--- config.mk ---
export PLATFORM = sky130hd
export DESIGN_NAME = expression_char_tokenizer
export DESIGN_NICKNAME = d
export VERILOG_FILES = /design/src/sv/ect_pkg.sv /design/src/sv/ect_front.sv /design/src/sv/ect_run_fifo.sv /design/src/sv/ect_back.sv /design/src/sv/expression_char_tokenizer.sv
export SDC_FILE = /design/constraint.sdc
export NUM_CORES = 1
export LEC_CHECK = 0
export BUFFER_PORTS_ARGS = -buffer_cell sky130_fd_sc_hd__buf_4
export CAP_MARGIN = 15
export CORE_MARGIN = 2
export CORE_UTILIZATION = 42
export CTS_BUF_LIST = sky130_fd_sc_hd__clkbuf_4 sky130_fd_sc_hd__clkbuf_8 sky130_fd_sc_hd__clkbuf_16
export DETAILED_ROUTE_END_ITERATION = 6
export PLACE_DENSITY_LB_ADDON = 0.1
export SLEW_MARGIN = 20
export SYNTH_ARGS = -nofsm -noshare
export SYNTH_HDL_FRONTEND = slang
export SYNTH_HIERARCHICAL = 1
export SYNTH_SLANG_ARGS = --single-unit
export TNS_END_PERCENT = 5
--- constraint.sdc ---
create_clock -name i_clk -period 6.4 [get_ports i_clk]
set_clock_uncertainty 0.2 [all_clocks]
set_input_delay 0.64 -clock i_clk [delete_from_list [all_inputs] [get_ports i_clk]]
set_output_delay 0.64 -clock i_clk [all_outputs]
set_load 0.05 [all_outputs]
--- src/sv/ect_pkg.sv ---
// Types, codes and constants of the expression tokenizer.
// No dependencies; imported by all tokenizer modules and the checker.
package ect_pkg;

    localparam int MAX_TOK = 4;
    localparam int CNT_W   = 3;

    typedef enum logic [2:0] {
        KIND_NUM   = 3'd0,
        KIND_VAR   = 3'd1,
        KIND_OP    = 3'd2,
        KIND_LPAR  = 3'd3,
        KIND_RPAR  = 3'd4,
        KIND_END   = 3'd5,
        KIND_EMPTY = 3'd6
    } t_kind;

    typedef enum logic [1:0] {
        CLS_NONE  = 2'd0,
        CLS_NUM   = 2'd1,
        CLS_ALPHA = 2'd2
    } t_class;

    localparam logic [7:0] CH_PLUS  = 8'h2B;
    localparam logic [7:0] CH_MINUS = 8'h2D;
    localparam logic [7:0] CH_STAR  = 8'h2A;
    localparam logic [7:0] CH_SLASH = 8'h2F;
    localparam logic [7:0] CH_CARET = 8'h5E;
    localparam logic [7:0] CH_LPAR  = 8'h28;
    localparam logic [7:0] CH_RPAR  = 8'h29;
    localparam logic [7:0] CH_DOT   = 8'h2E;
    localparam logic [7:0] CH_ONE   = 8'h31;
    localparam logic [7:0] CH_NUL   = 8'h00;

    localparam logic [1:0] PREC_NONE = 2'd0;
    localparam logic [1:0] PREC_ADD  = 2'd1;
    localparam logic [1:0] PREC_MUL  = 2'd2;
    localparam logic [1:0] PREC_POW  = 2'd3;

    typedef struct packed {
        t_kind      kind;
        logic [7:0] ch;
        logic       start;
        logic [1:0] prec;
    } t_token;

    typedef struct packed {
        t_token [MAX_TOK-1:0] tok;
        logic [CNT_W-1:0]     cnt;
    } t_run;

    typedef struct packed {
        logic full;
        logic empty;
    } t_fifo_stat;

    function automatic t_token mk_tok(t_kind kind, logic [7:0] ch, logic start,
                                      logic [1:0] prec);
        t_token t;
        t.kind  = kind;
        t.ch    = ch;
        t.start = start;
        t.prec  = prec;
        return t;
    endfunction

endpackage

--- src/sv/ect_front.sv ---
// Front end: accepts characters, classifies them and builds the token run.
// Depends on ect_pkg; feeds ect_run_fifo.
module ect_front
    import ect_pkg::*;
(
    input  logic       i_clk,
    input  logic       i_rst_n,
    input  logic       i_valid,
    input  logic [7:0] i_char,
    input  logic       i_eot,
    input  t_fifo_stat i_stat,
    output logic       o_ready,
    output logic       o_push,
    output t_run       o_run
);

    t_class r_prev, n_prev;
    t_kind  r_last, n_last;

    logic             accept;
    logic [CNT_W-1:0] cnt;
    logic             is_digit, is_alpha;

    assign o_ready = !i_stat.full;
    assign accept  = i_valid && o_ready;
    assign o_push  = accept && (cnt != '0);

    always_comb begin
        is_digit = (i_char inside {["0":"9"]});
        is_alpha = (i_char inside {["a":"z"], ["A":"Z"]});
        o_run    = '0;
        cnt      = '0;
        n_prev   = r_prev;
        n_last   = r_last;
        if (is_digit) begin
            if (r_prev == CLS_NUM) begin
                o_run.tok[cnt[1:0]] = mk_tok(KIND_NUM, i_char, 1'b0, PREC_NONE);
                cnt = cnt + 1'b1;
            end else begin
                if (r_prev == CLS_ALPHA) begin
                    o_run.tok[cnt[1:0]] = mk_tok(KIND_OP, CH_STAR, 1'b1, PREC_MUL);
                    cnt = cnt + 1'b1;
                end
                o_run.tok[cnt[1:0]] = mk_tok(KIND_NUM, i_char, 1'b1, PREC_NONE);
                cnt = cnt + 1'b1;
            end
            n_last = KIND_NUM;
            n_prev = CLS_NUM;
        end else if (i_char == CH_DOT && r_prev == CLS_NUM) begin
            o_run.tok[cnt[1:0]] = mk_tok(KIND_NUM, i_char, 1'b0, PREC_NONE);
            cnt    = cnt + 1'b1;
            n_last = KIND_NUM;
        end else if (is_alpha) begin
            if (r_prev == CLS_NUM) begin
                o_run.tok[cnt[1:0]] = mk_tok(KIND_OP, CH_STAR, 1'b1, PREC_MUL);
                cnt = cnt + 1'b1;
            end
            o_run.tok[cnt[1:0]] = mk_tok(KIND_VAR, i_char, 1'b1, PREC_NONE);
            cnt    = cnt + 1'b1;
            n_last = KIND_VAR;
            n_prev = CLS_ALPHA;
        end else if (i_char == CH_LPAR) begin
            if (r_prev == CLS_NUM) begin
                o_run.tok[cnt[1:0]] = mk_tok(KIND_OP, CH_STAR, 1'b1, PREC_MUL);
                cnt = cnt + 1'b1;
            end
            o_run.tok[cnt[1:0]] = mk_tok(KIND_LPAR, i_char, 1'b1, PREC_NONE);
            cnt    = cnt + 1'b1;
            n_last = KIND_LPAR;
            n_prev = CLS_NONE;
        end else if (i_char == CH_RPAR) begin
            o_run.tok[cnt[1:0]] = mk_tok(KIND_RPAR, i_char, 1'b1, PREC_NONE);
            cnt    = cnt + 1'b1;
            n_last = KIND_RPAR;
            n_prev = CLS_NONE;
        end else if (i_char == CH_PLUS) begin
            o_run.tok[cnt[1:0]] = mk_tok(KIND_OP, i_char, 1'b1, PREC_ADD);
            cnt    = cnt + 1'b1;
            n_last = KIND_OP;
            n_prev = CLS_NONE;
        end else if (i_char == CH_MINUS) begin
            if (r_last == KIND_EMPTY || r_last == KIND_OP || r_last == KIND_LPAR) begin
                // unary minus: "-1" then '*'
                o_run.tok[cnt[1:0]] = mk_tok(KIND_NUM, CH_MINUS, 1'b1, PREC_NONE);
                cnt = cnt + 1'b1;
                o_run.tok[cnt[1:0]] = mk_tok(KIND_NUM, CH_ONE, 1'b0, PREC_NONE);
                cnt = cnt + 1'b1;
                o_run.tok[cnt[1:0]] = mk_tok(KIND_OP, CH_STAR, 1'b1, PREC_MUL);
                cnt = cnt + 1'b1;
            end else begin
                o_run.tok[cnt[1:0]] = mk_tok(KIND_OP, i_char, 1'b1, PREC_ADD);
                cnt = cnt + 1'b1;
            end
            n_last = KIND_OP;
            n_prev = CLS_NONE;
        end else if (i_char == CH_STAR || i_char == CH_SLASH) begin
            o_run.tok[cnt[1:0]] = mk_tok(KIND_OP, i_char, 1'b1, PREC_MUL);
            cnt    = cnt + 1'b1;
            n_last = KIND_OP;
            n_prev = CLS_NONE;
        end else if (i_char == CH_CARET) begin
            o_run.tok[cnt[1:0]] = mk_tok(KIND_OP, i_char, 1'b1, PREC_POW);
            cnt    = cnt + 1'b1;
            n_last = KIND_OP;
            n_prev = CLS_NONE;
        end else begin
            n_prev = CLS_NONE;
        end
        if (i_eot) begin
            o_run.tok[cnt[1:0]] = mk_tok(KIND_END, CH_NUL, 1'b1, PREC_NONE);
            cnt    = cnt + 1'b1;
            n_prev = CLS_NONE;
            n_last = KIND_EMPTY;
        end
        o_run.cnt = cnt;
    end

    always_ff @(posedge i_clk) begin
        if (!i_rst_n) begin
            r_prev <= CLS_NONE;
            r_last <= KIND_EMPTY;
        end else if (accept) begin
            r_prev <= n_prev;
            r_last <= n_last;
        end
    end

endmodule

--- src/sv/ect_run_fifo.sv ---
// Short queue of token runs between the front and back ends.
// Depends on ect_pkg.
module ect_run_fifo
    import ect_pkg::*;
#(
    parameter int DEPTH = 4
) (
    input  logic       i_clk,
    input  logic       i_rst_n,
    input  logic       i_push,
    input  t_run       i_run,
    input  logic       i_pop,
    output t_run       o_head,
    output t_fifo_stat o_stat
);

    localparam int PTR_W = (DEPTH > 1) ? $clog2(DEPTH) : 1;
    localparam int CNT_BITS = $clog2(DEPTH + 1);
    localparam logic [PTR_W-1:0] LAST_PTR = PTR_W'(DEPTH - 1);
    localparam logic [CNT_BITS-1:0] FULL_CNT = CNT_BITS'(DEPTH);

    t_run r_mem [DEPTH];
    logic [PTR_W-1:0]    r_wptr, r_rptr;
    logic [CNT_BITS-1:0] r_count;

    assign o_head       = r_mem[r_rptr];
    assign o_stat.full  = (r_count == FULL_CNT);
    assign o_stat.empty = (r_count == '0);

    always_ff @(posedge i_clk) begin
        if (i_push) begin
            r_mem[r_wptr] <= i_run;
        end
    end

    always_ff @(posedge i_clk) begin
        if (!i_rst_n) begin
            r_wptr  <= '0;
            r_rptr  <= '0;
            r_count <= '0;
        end else begin
            if (i_push) begin
                r_wptr <= (r_wptr == LAST_PTR) ? '0 : r_wptr + 1'b1;
            end
            if (i_pop) begin
                r_rptr <= (r_rptr == LAST_PTR) ? '0 : r_rptr + 1'b1;
            end
            if (i_push && !i_pop) begin
                r_count <= r_count + 1'b1;
            end else if (!i_push && i_pop) begin
                r_count <= r_count - 1'b1;
            end
        end
    end

endmodule

--- src/sv/ect_back.sv ---
// Back end: walks the head run one token a beat into the output register.
// Depends on ect_pkg; reads ect_run_fifo.
module ect_back
    import ect_pkg::*;
(
    input  logic       i_clk,
    input  logic       i_rst_n,
    input  t_run       i_head,
    input  t_fifo_stat i_stat,
    input  logic       i_ready,
    output logic       o_pop,
    output logic       o_valid,
    output t_token     o_tok,
    output logic       o_last
);

    logic [1:0] r_idx;
    logic       r_valid;
    t_token     r_tok;
    logic       r_last;

    logic load, take, at_end;

    assign load   = !r_valid || i_ready;
    assign take   = load && !i_stat.empty;
    assign at_end = ({1'b0, r_idx} == (i_head.cnt - 1'b1));
    assign o_pop  = take && at_end;

    assign o_valid = r_valid;
    assign o_tok   = r_tok;
    assign o_last  = r_last;

    always_ff @(posedge i_clk) begin
        if (take) begin
            r_tok  <= i_head.tok[r_idx];
            r_last <= at_end;
        end
    end

    always_ff @(posedge i_clk) begin
        if (!i_rst_n) begin
            r_valid <= 1'b0;
            r_idx   <= '0;
        end else begin
            if (load) begin
                r_valid <= !i_stat.empty;
            end
            if (take) begin
                r_idx <= at_end ? '0 : r_idx + 1'b1;
            end
        end
    end

endmodule

--- src/sv/expression_char_tokenizer.sv ---
// Top level of the expression character tokenizer.
// Depends on ect_pkg, ect_front, ect_run_fifo and ect_back.
//
//  channel | dir | tdata                          | tuser                | tlast
//  s       | in  | [7:0] character                | -                    | end_of_text
//  m       | out | [7:0] token_char [9:8] precedence | [2:0] kind [3] start | last_of_run
//
// One character is accepted per cycle while the run queue has room.
// Each character yields 0 to 4 beats; the back end issues one beat per cycle
// while downstream is ready; the beats of a character pass through the run queue
// and then the output register.
// Reset (synchronous, active low) clears class state, queue and output register.
// The output register and the run queue let either side stall independently.
module expression_char_tokenizer
    import ect_pkg::*;
#(
    parameter int FIFO_DEPTH = 4
) (
    input  logic        i_clk,
    input  logic        i_rst_n,
    input  logic        i_s_tvalid,
    output logic        o_s_tready,
    input  logic [7:0]  i_s_tdata,   // [7:0] character
    input  logic        i_s_tlast,
    output logic        o_m_tvalid,
    input  logic        i_m_tready,
    output logic [15:0] o_m_tdata,   // [7:0] token_char, [9:8] precedence, rest zero
    output logic [3:0]  o_m_tuser,   // [2:0] token_kind, [3] token_start
    output logic        o_m_tlast
);

    t_fifo_stat stat;
    t_run       run, head;
    logic       push, pop;
    t_token     tok;

    ect_front u_front (
        .i_clk   (i_clk),
        .i_rst_n (i_rst_n),
        .i_valid (i_s_tvalid),
        .i_char  (i_s_tdata),
        .i_eot   (i_s_tlast),
        .i_stat  (stat),
        .o_ready (o_s_tready),
        .o_push  (push),
        .o_run   (run)
    );

    ect_run_fifo #(
        .DEPTH (FIFO_DEPTH)
    ) u_fifo (
        .i_clk   (i_clk),
        .i_rst_n (i_rst_n),
        .i_push  (push),
        .i_run   (run),
        .i_pop   (pop),
        .o_head  (head),
        .o_stat  (stat)
    );

    ect_back u_back (
        .i_clk   (i_clk),
        .i_rst_n (i_rst_n),
        .i_head  (head),
        .i_stat  (stat),
        .i_ready (i_m_tready),
        .o_pop   (pop),
        .o_valid (o_m_tvalid),
        .o_tok   (tok),
        .o_last  (o_m_tlast)
    );

    assign o_m_tdata = {6'b0, tok.prec, tok.ch};
    assign o_m_tuser = {tok.start, tok.kind};

endmodule

==> impl_metrics.py <==
metrics = {
    "run_status": {
        "status": "complete, no violations",
    },
    "global_route": {
        "grt_max_degree": 41,
        "grt_pass1_wl_um": 33800,
        "grt_pass1_vias": 5669,
        "grt_usage_pct": 15.9,
        "grt_overflow_total": 0,
        "antenna_found_initial": 0,
    },
    "routing": {
        "via_per_inst": 5.45,
        "drc": 0,
        "wire_per_inst_um": 21.9,
        "drtPass1Iterations": 5,
        "num_vias": 5405,
        "drt_wl_total_um": 21700,
        "drtAntennaViolNets": 0,
        "drt_iter0_markers": 343,
    },
    "min_path": {
        "min_path_type": "in -> reg",
        "whs_path_depth": 2,
    },
    "clocking": {
        "clk_pin_slew_ps": 60,
        "cts_tree": "yes",
        "cts_htree_levels": 1,
        "cts.path.max_buffers": 3,
        "cts_resized": 0,
        "cts_buffers": 28,
        "root_buffer": "clkbuf_16",
        "clock_latency_ps": 530,
        "postCtsSetupBuffers": 0,
        "cts.hold.buffers_added": 0,
        "numClockSinks": 268,
    },
    "cells_and_area": {
        "drive_above_1_share_pct": 26.7,
        "design_area_um2": 12600,
        "nets": 656,
        "nFillCells": 2277,
        "antenna_cells": 0,
        "syn_to_final_growth_pct": 11.5,
    },
    "floorplan": {
        "fp.dieH_um": 168,
        "core_um2": 26700,
        "ioPinCount": 36,
        "die_x_um": 168,
        "dieArea_um2": 28300,
        "core.rowCount": 60,
        "initial_core_util_pct": 42.4,
    },
    "placement": {
        "port_buffers": 29,
        "gp_congestion": 0.843,
        "place_area_um2": 11700,
        "dp_slack_ps": 1490,
        "dpl.hpwl_um": 13200,
    },
    "critical_path": {
        "cp.required_ps": 6640,
        "ff2ff_path_depth": 15,
        "max_stage_delay_ps": 460,
        "startpoint_type": "primary input",
        "crit_buf_inv": 3,
        "crit_family": "simple AND/OR/NAND/NOR gates",
        "worstSetupEndpointType": "flip-flop",
        "path_class": "in -> reg",
        "critical_path_arrival_ps": 4640,
        "crit_slowest_cell": "a21oi_1",
        "crit_chain": "buf_4 -> or3b_4 -> nor4b_4 -> o2bb2ai_1 -> a21oi_2 -> nand2_1 -> inv_1 -> ha_1 -> nand2_1 -> nor2_1 -> a21oi_1 -> ha_1 -> inv_1 -> fa_1 -> xor2_1 -> or3_1 -> a21boi_0",
        "crit_cells": 17,
        "cp_max_fo": 7,
    },
    "timing": {
        "max_slew.worst_pin.slew_ps": 854,
        "hold-worst-slack_ps": 231,
        "fin_crit_sh_pct": 68.7,
        "min_period_ps": 4390,
        "finalHoldViolCount": 0,
        "fin_ws_ps": 2010,
        "setup_viol": 0,
        "slew_viol_final": 0,
        "fmax_mhz": 228,
        "fin_tns_setup_ps": 0,
        "slew_headroom_pct": 42.7,
        "rsz0062_at_grt": "no",
    },
    "pwr": {
        "p_total_w": 0.00478,
        "leakage_nw": 4.13,
        "ir_drop_uv": 170,
        "power_density_nw_per_um2": 379,
    },
    "synthesis": {
        "synth_cell_types": 65,
        "synth.yosys.seq_area_share_pct": 69.6,
        "synth_area_um2": 11300,
        "synth_warnings": 6,
        "synthMostInstantiatedCell": "edfxtp_1",
        "synthTopCellsByArea": "edfxtp_1 (67%), mux4_2 (13%), dfxtp_1 (3.0%)",
        "ys_seq_elements": 268,
        "yosys.area.top_type_share_pct": 66.6,
        "synthTopCellsByCount": "edfxtp_1 (251), mux4_2 (65), buf_4 (40), nand2_1 (20), nor2_1 (18)",
        "yosysTopAreaCell": "edfxtp_1",
        "async_flop_share_pct": 0,
        "synth_edf_count": 251,
        "avgSynthCellArea_um2": 19.0,
        "synthFlopType": "edfxtp_1",
        "syn_inst": 595,
    },
    "flow_run": {
        "max-cap-violations": 0,
    },
}
[worst paths after layout]
path,from,end,slack (ps)
setup / recovery,i_s_tdata[7],u_fifo/r_count[2],2010
hold / removal,i_rst_n,u_fifo/r_count[0],230
setup reg to reg,u_front/r_prev[0],u_fifo/r_count[2],2130
hold reg to reg,u_front/r_last[0],u_front/r_last[0],260
[cell usage in the layout (no fill, tap or decap), types with 11 or more instances in the layout]
cell type  Yosys  routed
a21oi_1       13      13
inv_1         12      12
mux4_2        65      65
nand2_1       20      20
ha_1          11      11
dfxtp_1       17      14
buf_4         40      40
conb_1         2      27
nor2_1        18      18
clkbuf_16      0      29
edfxtp_1     251     251
[registers in the layout, indices dropped and copies added, names as in the netlist, named ones only]
register,count
u_back/o_valid,1
u_fifo/r_count,3
u_back/o_tok,14
u_fifo/r_rptr,2
u_front/r_prev,2
u_back/r_idx,2
u_fifo/r_wptr,2
u_front/r_last,3
u_back/o_last,1
u_fifo/r_mem,236
[logic make-up after synthesis]
logic type	Yosys count	synth area share, %
AOI/OAI and AO/OA	48	2.93
xor gates and xnor gates	8	0.752
and+or+nand+nor	102	5.35
other	2	0.0663
DFF	268	69.6
muxes	80	15.4
adders and majority gates	13	1.48
buffers and inverters	74	4.42
[area by class of cell]
| type | count | area (um2) | share of cell area, % |
|---|---|---|---|
| repair buffers | 41 | 320 | 2.54 |
| well taps | 341 | 427 | 3.38 |
| multi-input cells | 278 | 3040 | 24.1 |
| flip-flops and latches | 268 | 7880 | 62.5 |
| clock buffers | 36 | 778 | 6.17 |
| inverters | 14 | 52.6 | 0.417 |
| clock inverters | 14 | 111 | 0.883 |
[power breakdown]
group | internal [W] | switching, W | leakage, nW
Clock | 0.000931 | 0.000617 | 0.448
Sequential | 0.00214 | 0.0000997 | 2.42
Combinational | 0.000404 | 0.000588 | 1.26
Total | 0.00348 | 0.00130 | 4.13
[worst register-to-register path, cell delays in order, from the launching register on]
cell and delay [ps]:
dfxtp_1 370, nor3b_1 410, nand4_1 170, a21boi_0 170, nand2b_1 280, a21oi_2 290
ha_1 270, nand2_1 90, nor2_1 50, a21oi_1 470, ha_1 290, inv_1 70
fa_1 430, xor2_1 160, or3_1 300, a21boi_0 180
[metrics by stage]
step / util, % / cells
6_report: 47.2 / 992
5_1_grt: 47.2 / 992
4_1_cts: 47.2 / 992
3_5_place_dp: 43.9 / 942
3_3_place_gp: 43.9 / 942
2_1_floorplan: - / 620
[routing by layer]
metal  up-vias  routed length (um)  share of wire (%)  global-route usage, %
met1      2865                9870                 45                   22.3
met4         0                 364                1.7                   3.41
li1       2408                   -                  -                      -
met2       100               10700                 49                   26.7
met5         -                   0                  0                      0
met3        32                 819                3.8                   2.33
Note: power is estimated with default switching activity, not from simulation.
